$ cat config.mk
export PLATFORM = sky130hd
export DESIGN_NAME = contiguous_first_node_allocator_core_flat
export DESIGN_NICKNAME = d
export VERILOG_FILES = /design/src/rtl/cfna_pkg.sv /design/src/rtl/cfna_if.sv /design/src/rtl/cfna_front.sv /design/src/rtl/cfna_fifo.sv /design/src/rtl/cfna_back.sv /design/src/rtl/contiguous_first_node_allocator_core.sv /design/src/flat_wrapper.sv
export SDC_FILE = /design/constraint.sdc
export NUM_CORES = 2
export LEC_CHECK = 0
export BUFFER_PORTS_ARGS = -buffer_cell sky130_fd_sc_hd__buf_2
export CORE_MARGIN = 2
export CORE_UTILIZATION = 60
export CTS_CLUSTER_DIAMETER = 120
export CTS_CLUSTER_SIZE = 24
export DETAILED_ROUTE_END_ITERATION = 8
export PLACE_DENSITY = 0.78
export SYNTH_ARGS = -nofsm -noshare
export SYNTH_HDL_FRONTEND = slang
export SYNTH_SLANG_ARGS = --single-unit
$ cat constraint.sdc
create_clock -name clk_i -period 9.5 [get_ports clk_i]
set_input_delay 0 -clock clk_i [delete_from_list [all_inputs] [get_ports clk_i]]
set_output_delay 0 -clock clk_i [all_outputs]
set_load 0.01 [all_outputs]
$ cat src/rtl/cfna_pkg.sv
// Package: shared widths, job record, state types and helper of the node allocator.
`default_nettype none
package cfna_pkg;

  localparam int unsigned NODES_DEF   = 64;
  localparam int unsigned MASK_W      = 64;
  localparam int unsigned REQ_W       = 7;
  localparam int unsigned QDEPTH_DEF  = 2;
  localparam int unsigned CHUNK_W     = 8;

  localparam logic STATUS_GRANTED = 1'b0;
  localparam logic STATUS_REFUSED = 1'b1;

  // Classified request handed from the front to the back.
  typedef struct packed {
    logic [MASK_W-1:0] mask;
    logic [REQ_W-1:0]  count;
    logic              refuse;
  } job_t;

  typedef enum logic [1:0] {
    FR_IDLE,
    FR_COUNT,
    FR_PUSH
  } front_state_e;

  typedef enum logic [2:0] {
    BK_IDLE,
    BK_SCAN,
    BK_PICK,
    BK_CLAIM,
    BK_DONE
  } back_state_e;

  function automatic logic [3:0] popcount8(input logic [CHUNK_W-1:0] v);
    logic [3:0] c;
    c = '0;
    for (int i = 0; i < CHUNK_W; i++) begin
      c = c + {3'b000, v[i]};
    end
    return c;
  endfunction

endpackage
`default_nettype wire

$ cat src/rtl/cfna_if.sv
// Interfaces: request and response channels of the node allocator.
`default_nettype none
interface cfna_req_if;
  import cfna_pkg::*;
  logic              valid;
  logic              ready;
  logic [MASK_W-1:0] avail_mask;
  logic [REQ_W-1:0]  request_count;

  modport source (output valid, output avail_mask, output request_count, input ready);
  modport sink   (input valid, input avail_mask, input request_count, output ready);
endinterface

interface cfna_rsp_if;
  import cfna_pkg::*;
  logic              valid;
  logic              ready;
  logic [MASK_W-1:0] granted_mask;
  logic [REQ_W-1:0]  granted_count;
  logic              status;

  modport source (output valid, output granted_mask, output granted_count, output status,
                  input ready);
  modport sink   (input valid, input granted_mask, input granted_count, input status,
                  output ready);
endinterface
`default_nettype wire

$ cat src/rtl/cfna_front.sv
// Front end: accepts a request, counts free nodes a byte per cycle, classifies it.
`default_nettype none
module cfna_front #(
  parameter int unsigned NODES = cfna_pkg::NODES_DEF
) (
  input  wire logic           clk_i,
  input  wire logic           rst_ni,
  cfna_req_if.sink            req_i,
  output cfna_pkg::job_t      job_o,
  output logic                job_valid_o,
  input  wire logic           job_ready_i
);
  import cfna_pkg::*;

  localparam int unsigned NumChunks = (NODES + CHUNK_W - 1) / CHUNK_W;
  localparam int unsigned PadW      = NumChunks * CHUNK_W;
  localparam int unsigned CntW      = (NumChunks > 1) ? $clog2(NumChunks) : 1;
  localparam int unsigned OnesW     = $clog2(NODES + 1);

  front_state_e        state_q, state_d;
  logic [PadW-1:0]     shift_q, shift_d;
  logic [NODES-1:0]    mask_q, mask_d;
  logic [REQ_W-1:0]    count_q, count_d;
  logic [OnesW-1:0]    ones_q, ones_d;
  logic [CntW-1:0]     chunk_q, chunk_d;
  logic                last_chunk;
  logic                accept;

  assign accept     = req_i.valid && req_i.ready;
  assign last_chunk = (chunk_q == CntW'(NumChunks - 1));

  // Next state.
  always_comb begin
    state_d = state_q;
    unique case (state_q)
      FR_IDLE:  if (req_i.valid) state_d = FR_COUNT;
      FR_COUNT: if (last_chunk) state_d = FR_PUSH;
      FR_PUSH:  if (job_ready_i) state_d = FR_IDLE;
      default:  state_d = FR_IDLE;
    endcase
  end

  // Datapath and outputs.
  always_comb begin
    shift_d     = shift_q;
    mask_d      = mask_q;
    count_d     = count_q;
    ones_d      = ones_q;
    chunk_d     = chunk_q;
    req_i.ready = (state_q == FR_IDLE);
    job_valid_o = (state_q == FR_PUSH);
    job_o.mask   = MASK_W'(mask_q);
    job_o.count  = count_q;
    job_o.refuse = (count_q == '0) || (count_q > REQ_W'(ones_q));
    if (accept) begin
      // Nodes above the configured count are never free.
      mask_d  = req_i.avail_mask[NODES-1:0];
      shift_d = PadW'(req_i.avail_mask[NODES-1:0]);
      count_d = req_i.request_count;
      ones_d  = '0;
      chunk_d = '0;
    end else if (state_q == FR_COUNT) begin
      ones_d  = ones_q + OnesW'(popcount8(shift_q[CHUNK_W-1:0]));
      shift_d = shift_q >> CHUNK_W;
      chunk_d = chunk_q + 1'b1;
    end
  end

  always_ff @(posedge clk_i or negedge rst_ni) begin
    if (!rst_ni) begin
      state_q <= FR_IDLE;
    end else begin
      state_q <= state_d;
    end
  end

  always_ff @(posedge clk_i) begin
    shift_q <= shift_d;
    mask_q  <= mask_d;
    count_q <= count_d;
    ones_q  <= ones_d;
    chunk_q <= chunk_d;
  end

endmodule
`default_nettype wire

$ cat src/rtl/cfna_fifo.sv
// Short job queue between the front and the back end.
`default_nettype none
module cfna_fifo #(
  parameter int unsigned DEPTH = cfna_pkg::QDEPTH_DEF
) (
  input  wire logic           clk_i,
  input  wire logic           rst_ni,
  input  wire cfna_pkg::job_t push_data_i,
  input  wire logic           push_valid_i,
  output logic                push_ready_o,
  output cfna_pkg::job_t      pop_data_o,
  output logic                pop_valid_o,
  input  wire logic           pop_ready_i
);
  import cfna_pkg::*;

  localparam int unsigned PtrW = (DEPTH > 1) ? $clog2(DEPTH) : 1;
  localparam int unsigned FillW = $clog2(DEPTH + 1);

  job_t             slot_q [DEPTH];
  logic [PtrW-1:0]  wr_q, wr_d, rd_q, rd_d;
  logic [FillW-1:0] fill_q, fill_d;
  logic             push, pop;

  assign push_ready_o = (fill_q != FillW'(DEPTH));
  assign pop_valid_o  = (fill_q != '0);
  assign pop_data_o   = slot_q[rd_q];
  assign push = push_valid_i && push_ready_o;
  assign pop  = pop_valid_o && pop_ready_i;

  always_comb begin
    wr_d   = wr_q;
    rd_d   = rd_q;
    fill_d = fill_q;
    if (push) wr_d = (wr_q == PtrW'(DEPTH - 1)) ? '0 : wr_q + 1'b1;
    if (pop)  rd_d = (rd_q == PtrW'(DEPTH - 1)) ? '0 : rd_q + 1'b1;
    if (push && !pop)      fill_d = fill_q + 1'b1;
    else if (pop && !push) fill_d = fill_q - 1'b1;
  end

  always_ff @(posedge clk_i or negedge rst_ni) begin
    if (!rst_ni) begin
      wr_q   <= '0;
      rd_q   <= '0;
      fill_q <= '0;
    end else begin
      wr_q   <= wr_d;
      rd_q   <= rd_d;
      fill_q <= fill_d;
    end
  end

  always_ff @(posedge clk_i) begin
    if (push) slot_q[wr_q] <= push_data_i;
  end

endmodule
`default_nettype wire

$ cat src/rtl/cfna_back.sv
// Back end: claims windows of free nodes round by round and registers the result.
`default_nettype none
module cfna_back #(
  parameter int unsigned NODES = cfna_pkg::NODES_DEF
) (
  input  wire logic           clk_i,
  input  wire logic           rst_ni,
  input  wire cfna_pkg::job_t job_i,
  input  wire logic           job_valid_i,
  output logic                job_ready_o,
  cfna_rsp_if.source          rsp_o
);
  import cfna_pkg::*;

  localparam int unsigned LenW = $clog2(NODES + 1);

  back_state_e       state_q, state_d;
  logic [NODES-1:0]  work_q, work_d;
  logic [NODES-1:0]  run_q, run_d;
  logic [NODES-1:0]  grant_q, grant_d;
  logic [NODES-1:0]  top_q, top_d;
  logic [LenW-1:0]   len_q, len_d;
  logic [LenW-1:0]   remain_q, remain_d;
  logic [REQ_W-1:0]  want_q, want_d;
  logic              refuse_q, refuse_d;
  logic              out_valid_q, out_valid_d;
  logic [MASK_W-1:0] out_mask_q, out_mask_d;
  logic [REQ_W-1:0]  out_count_q, out_count_d;
  logic              out_status_q, out_status_d;

  logic [NODES-1:0]  run_next;
  logic              scan_stop;
  logic [NODES-1:0]  smear;
  logic [NODES:0]    window_ext;
  logic [NODES-1:0]  window;
  logic [LenW-1:0]   remain_left;
  logic              out_free;

  // Starts of runs one longer than the current length.
  assign run_next  = run_q & (work_q >> len_q);
  assign scan_stop = (len_q == remain_q) || (run_next == '0);

  // Isolate the highest run start.
  always_comb begin
    smear = run_q;
    for (int s = 1; s < NODES; s = s * 2) begin
      smear = smear | (smear >> s);
    end
  end

  assign window_ext  = ({1'b0, top_q} << len_q) - {1'b0, top_q};
  assign window      = window_ext[NODES-1:0];
  assign remain_left = remain_q - len_q;
  assign out_free    = !out_valid_q || rsp_o.ready;

  // Next state.
  always_comb begin
    state_d = state_q;
    unique case (state_q)
      BK_IDLE: begin
        if (job_valid_i) state_d = job_i.refuse ? BK_DONE : BK_SCAN;
      end
      BK_SCAN: begin
        if (run_q == '0)    state_d = BK_DONE;
        else if (scan_stop) state_d = BK_PICK;
      end
      BK_PICK:  state_d = BK_CLAIM;
      BK_CLAIM: state_d = (remain_left == '0) ? BK_DONE : BK_SCAN;
      BK_DONE:  if (out_free) state_d = BK_IDLE;
      default:  state_d = BK_IDLE;
    endcase
  end

  // Datapath and outputs.
  always_comb begin
    work_d       = work_q;
    run_d        = run_q;
    grant_d      = grant_q;
    top_d        = top_q;
    len_d        = len_q;
    remain_d     = remain_q;
    want_d       = want_q;
    refuse_d     = refuse_q;
    out_mask_d   = out_mask_q;
    out_count_d  = out_count_q;
    out_status_d = out_status_q;
    out_valid_d  = out_valid_q && !rsp_o.ready;
    job_ready_o  = (state_q == BK_IDLE);

    unique case (state_q)
      BK_IDLE: begin
        work_d   = job_i.mask[NODES-1:0];
        run_d    = job_i.mask[NODES-1:0];
        grant_d  = '0;
        len_d    = LenW'(1);
        remain_d = job_i.count[LenW-1:0];
        want_d   = job_i.count;
        refuse_d = job_i.refuse;
      end
      BK_SCAN: begin
        if (run_q == '0) begin
          refuse_d = 1'b1;
        end else if (!scan_stop) begin
          run_d = run_next;
          len_d = len_q + 1'b1;
        end
      end
      BK_PICK: begin
        top_d = run_q & ~(smear >> 1);
      end
      BK_CLAIM: begin
        work_d   = work_q & ~window;
        grant_d  = grant_q | window;
        remain_d = remain_left;
        run_d    = work_q & ~window;
        len_d    = LenW'(1);
      end
      BK_DONE: begin
        if (out_free) begin
          out_valid_d  = 1'b1;
          out_mask_d   = refuse_q ? '0 : MASK_W'(grant_q);
          out_count_d  = refuse_q ? '0 : want_q;
          out_status_d = refuse_q ? STATUS_REFUSED : STATUS_GRANTED;
        end
      end
      default: ;
    endcase
  end

  assign rsp_o.valid         = out_valid_q;
  assign rsp_o.granted_mask  = out_mask_q;
  assign rsp_o.granted_count = out_count_q;
  assign rsp_o.status        = out_status_q;

  always_ff @(posedge clk_i or negedge rst_ni) begin
    if (!rst_ni) begin
      state_q     <= BK_IDLE;
      out_valid_q <= 1'b0;
    end else begin
      state_q     <= state_d;
      out_valid_q <= out_valid_d;
    end
  end

  always_ff @(posedge clk_i) begin
    work_q       <= work_d;
    run_q        <= run_d;
    grant_q      <= grant_d;
    top_q        <= top_d;
    len_q        <= len_d;
    remain_q     <= remain_d;
    want_q       <= want_d;
    refuse_q     <= refuse_d;
    out_mask_q   <= out_mask_d;
    out_count_q  <= out_count_d;
    out_status_q <= out_status_d;
  end

endmodule
`default_nettype wire

$ cat src/rtl/contiguous_first_node_allocator_core.sv
// Top level of the contiguous-first node allocator: front, job queue, back.
//
//  channel | dir | payload                                   | request taken when
//  --------+-----+-------------------------------------------+--------------------
//  req_i   | in  | avail_mask[63:0], request_count[6:0]      | valid && ready
//  rsp_o   | out | granted_mask[63:0], granted_count[6:0],   | valid && ready
//          |     | status                                    |
//
// Sequence: the front accepts a request while idle, counts free nodes a byte
// at a time, then hands the request to the queue, waiting while it is full.
// The back pops a request and later registers its result; per round it tries
// window lengths one by one (up to the remaining count), then picks the
// highest window and claims it, while a refused request goes straight from
// the pop to its result.
// The slower side sets the rate: the front for small or refused requests,
// the window scan for large ones.
// Reset clears all control state; there is no clearing pass.
// Stalls: the queue lets the front classify a new request while the back
// works, and the output register lets the back finish while a result waits.
`default_nettype none
module contiguous_first_node_allocator_core #(
  parameter int unsigned NODES  = cfna_pkg::NODES_DEF,
  parameter int unsigned QDEPTH = cfna_pkg::QDEPTH_DEF
) (
  input  wire logic clk_i,
  input  wire logic rst_ni,
  cfna_req_if.sink   req_i,
  cfna_rsp_if.source rsp_o
);
  import cfna_pkg::*;

  job_t front_job, queue_job;
  logic front_valid, front_ready;
  logic queue_valid, queue_ready;

  // Accept and classify: refuse a zero request or one above the free count.
  cfna_front #(
    .NODES (NODES)
  ) u_front (
    .clk_i       (clk_i),
    .rst_ni      (rst_ni),
    .req_i       (req_i),
    .job_o       (front_job),
    .job_valid_o (front_valid),
    .job_ready_i (front_ready)
  );

  // Hold classified requests so either side can stall on its own.
  cfna_fifo #(
    .DEPTH (QDEPTH)
  ) u_fifo (
    .clk_i        (clk_i),
    .rst_ni       (rst_ni),
    .push_data_i  (front_job),
    .push_valid_i (front_valid),
    .push_ready_o (front_ready),
    .pop_data_o   (queue_job),
    .pop_valid_o  (queue_valid),
    .pop_ready_i  (queue_ready)
  );

  // Claim the highest windows round by round and drive the response.
  cfna_back #(
    .NODES (NODES)
  ) u_back (
    .clk_i       (clk_i),
    .rst_ni      (rst_ni),
    .job_i       (queue_job),
    .job_valid_i (queue_valid),
    .job_ready_o (queue_ready),
    .rsp_o       (rsp_o)
  );

endmodule
`default_nettype wire
$ cat src/flat_wrapper.sv
// flat-port wrapper written by rule: the top's interface ports become plain ports
module contiguous_first_node_allocator_core_flat import cfna_pkg::*;
#(
  parameter int unsigned NODES  = cfna_pkg::NODES_DEF,
  parameter int unsigned QDEPTH = cfna_pkg::QDEPTH_DEF
)
  (clk_i, rst_ni, req_i_valid, req_i_avail_mask, req_i_request_count, req_i_ready, rsp_o_valid, rsp_o_granted_mask, rsp_o_granted_count, rsp_o_status, rsp_o_ready);
  cfna_req_if req_i_i ();
  cfna_rsp_if rsp_o_i ();
  input  wire logic clk_i;
  input  wire logic rst_ni;
  input wire logic [$bits(req_i_i.valid)-1:0] req_i_valid;
  input wire logic [$bits(req_i_i.avail_mask)-1:0] req_i_avail_mask;
  input wire logic [$bits(req_i_i.request_count)-1:0] req_i_request_count;
  output wire logic [$bits(req_i_i.ready)-1:0] req_i_ready;
  output wire logic [$bits(rsp_o_i.valid)-1:0] rsp_o_valid;
  output wire logic [$bits(rsp_o_i.granted_mask)-1:0] rsp_o_granted_mask;
  output wire logic [$bits(rsp_o_i.granted_count)-1:0] rsp_o_granted_count;
  output wire logic [$bits(rsp_o_i.status)-1:0] rsp_o_status;
  input wire logic [$bits(rsp_o_i.ready)-1:0] rsp_o_ready;
  assign req_i_i.valid = req_i_valid;
  assign req_i_i.avail_mask = req_i_avail_mask;
  assign req_i_i.request_count = req_i_request_count;
  assign req_i_ready = req_i_i.ready;
  assign rsp_o_valid = rsp_o_i.valid;
  assign rsp_o_granted_mask = rsp_o_i.granted_mask;
  assign rsp_o_granted_count = rsp_o_i.granted_count;
  assign rsp_o_status = rsp_o_i.status;
  assign rsp_o_i.ready = rsp_o_ready;
  contiguous_first_node_allocator_core #(.NODES(NODES), .QDEPTH(QDEPTH)) u_core (.clk_i(clk_i), .rst_ni(rst_ni), .req_i(req_i_i), .rsp_o(rsp_o_i));
endmodule
==> metrics.csv <==
metric;value;unit
gr ovfl total;0;
Core Area;62700;um2
die width;255;um
final worst-path setup slack;2.47;ns
reg-to-reg slack, setup;2.47;ns
register area share after synthesis;51.1;%
initial core utilization;60.3;%
routed len/inst;27.8;um
Clock Tree Buf Depth;3;
commonest non-fill, non-tap cell in the layout;edfxtp_1;
Max Cap Viol;0;
CTS Root Cell;clkbuf_16;
Post-Route WL;125;mm
largest net degree at the start of global routing;78;
Clock Skews;0.0458;ns
GRT Total Usage;38.3;%
Setup CP Type;flip-flop to flip-flop;
FF/Latch Area;19300;um2
post-layout util;65.2;%
H-tree Lvls;1;
die area;65000;um2
Hold Violations, Final;0;
Min Clock Period, post-route;7.03;ns
Avg Synthesized Cell Area;10.6;um2
routed vias;29900;
Routability Congestion;1.07;
Reg2Reg Launch Point;u_core.u_back.len_q[0];
initial antenna violation count;5;
DP Cell Count;4388;
Clock Latency Late Sink;0.69;ns
clk slew on worst S/H paths;0.11;ns
Multi-input gate area;17100;um2
FP Rows;92;
Cells after Synth;3553;
critical hold path startpoint;req_i_request_count[5];
Die Height;255;um
Slew Limit Headroom;7.05;%
global-route wire length before repair;182;mm
I/O Buffers;148;
CP Capture Type;flip-flop;
Setup crit end;u_core.u_back.run_q[61];
TritonCTS Buffers;31;
worst min-delay path category;input port to flip-flop;
Mapped Nets;3721;
fin crit share;74.0;%
nets@finish;3818;
synth unique cells;84;
Synth warnings;0;
crit path from;u_core.u_back.len_q[0];
setup TNS;0;ns
most common flop cell mapped by yosys;edfxtp_1;
routed vias/inst;6.62;
drt drc;0;
Area growth syn-to-layout;8.17;%
antenna-violating nets left;0;
worst slack, placed;2.67;ns
Post-Layout Cell Count;4518;
I/O pin total;149;
WP data arrival;7.44;ns
Max Clock Freq;142;MHz
Req. time, crit path;9.90;ns
vias in the first global route;28400;
layout cells sized above 1;12.3;%
total clock sinks;649;
Initial DRC Count;3768;
startpoint types;flip-flop;
most frequent cells in the layout;629 x edfxtp_1, 531 x nand2_1, 376 x nor2_1;
RR Endpoint;u_core.u_back.run_q[61];
EDFF count, synth;629;
Layout fillers;4889;
r2r worst-path depth;20;
async set-reset flop share out of synthesis;1.54;%
total of flip-flops plus latches after synthesis;649;
CTS tree;done;
Post-DP HPWL;92.0;mm
fin. max-slew vios;0;
Setup Viol. Count Final;0;
First-pass DRT Iterations;7;
Max Fanout on Critical Path;21;
Resize count post-CTS;0;
status;finished, final reports clean;
RSZ-0062 raised after global routing;false;
synthesized area;37800;um2
worst-margin pin slew;1.38;ns
[metrics by stage]
step                      hold slack (ns)  instance area [um2]
after floorplan                    -0.296                37800
after global placement             -0.103                39300
after detailed placement           -0.101                39300
after CTS                          0.0337                40900
after global routing               0.0524                40900
final                              0.0490                40900
[cells in the mapped netlist (all sizes together) (11+ instances only)]
cell	instances	area (um2)
o22ai	28	175
clkbuf	148	556
nor4b	12	120
nor2	376	1410
nor3	37	185
mux2i	134	1340
a211oi	33	248
o211ai	23	173
edfxtp	629	18900
a21o	38	285
nand2b	30	188
xnor2	52	455
o21a	14	105
o21bai	11	82.6
buf	62	245
nand3	55	280
ha	86	1080
nand2	536	2010
a311oi	19	166
a21oi	289	1450
a31oi	32	200
xor2	31	272
and2	30	188
mux4	114	2570
nor4	26	208
mux2	58	653
and3	37	231
nand4	33	213
nor2b	77	482
nor3b	14	105
o21ai	157	786
inv	153	574
[kinds of logic (layout without fill, tap and decap cells)]
group / after synthesis / after routing / synth area share (%)
fa+ha+maj: 93 / 93 / 3.22
compound gates: 752 / 752 / 12.3
xor+xnor: 83 / 83 / 1.92
simple gates: 1305 / 1305 / 15.7
mux: 306 / 306 / 12.1
buf+inv: 365 / 479 / 3.66
flops: 649 / 649 / 51.1
other cells: 0 / 5 / 0
[worst max-delay path, cell delays in order, from the launching register on]
cell	delay (ns)
edfxtp_1	0.77
buf_4	0.46
mux4_2	0.59
a21oi_1	0.62
nand2_1	0.10
o21ai_0	0.32
nor2_1	0.08
nor2_1	0.33
nor2_1	0.11
ha_1	0.45
nand4_1	0.18
nor2_1	0.26
inv_1	0.12
o41a_1	0.50
a221oi_1	0.43
a21oi_1	0.20
o21ai_0	0.39
a211oi_1	0.21
xnor2_1	0.29
nand3b_1	0.18
o221ai_1	0.14
[worst min-delay path by stage]
stage                                      endpoint  slack (ns)  cells past startpoint
after floorplan           u_core.u_back.rsp_o.valid       -0.30                      0
after global placement           u_core.u_fifo.rd_q       -0.10                      1
after detailed placement         u_core.u_fifo.rd_q       -0.10                      1
after CTS                 u_core.u_front.count_q[5]        0.03                      2
after global routing      u_core.u_front.count_q[1]        0.05                      2
final                     u_core.u_front.count_q[5]        0.05                      2
[layout make-up]
class / instances / share of cell area [%]
Antenna cell: 5 / 0.0306
Timing Repair Buffer: 274 / 4.58
Sequential cell: 649 / 47.3
Inverter: 155 / 1.43
Multi-Input combinational cell: 2539 / 41.9
Clock inverter: 4 / 0.116
Clock buffer: 46 / 2.03
Tap cell: 846 / 2.59
[registers in the layout, summed over array words and instances (netlist names)]
| name | count |
|---|---|
| u_core.u_front.shift_q | 64 |
| u_core.u_back.rsp_o.status | 1 |
| u_core.u_fifo.rd_q | 1 |
| u_core.u_back.state_q | 3 |
| u_core.u_back.len_q | 7 |
| u_core.u_fifo.fill_q | 2 |
| u_core.u_front.mask_q | 64 |
| u_core.u_back.top_q | 64 |
| u_core.u_back.rsp_o.granted_count | 7 |
| u_core.u_fifo.wr_q | 1 |
| u_core.u_back.rsp_o.valid | 1 |
| u_core.u_front.count_q | 7 |
| u_core.u_back.remain_q | 7 |
| u_core.u_back.rsp_o.granted_mask | 64 |
| u_core.u_front.chunk_q | 3 |
| u_core.u_front.state_q | 2 |
| u_core.u_back.grant_q | 64 |
| u_core.u_back.refuse_q | 1 |
| u_core.u_front.ones_q | 7 |
| u_core.u_back.want_q | 7 |
| u_core.u_back.run_q | 64 |
| u_core.u_back.work_q | 64 |
| u_core.u_fifo.slot_q | 144 |
[repair_timing]
item	CTS	global route
endpoints found under the setup margin	0	0
hold buffers	75	0
endpoints found under the hold margin	147	0
buffers inserted	0	0
[layer usage]
metal  vias up  wire length [um]  GRT usage (%)  part of all wire [%]
li1      13300                 -              -                     -
met1     14500             47600           50.7                    38
met2      1719             57000           59.4                    45
met3       350             13000           8.61                    10
met4         2              7800           20.0                   6.2
met5         -                13              0                 0.010
Power is left out: the tool's default activity adds up to more than one toggle a clock period on the data nets, which glitch-free logic cannot reach.
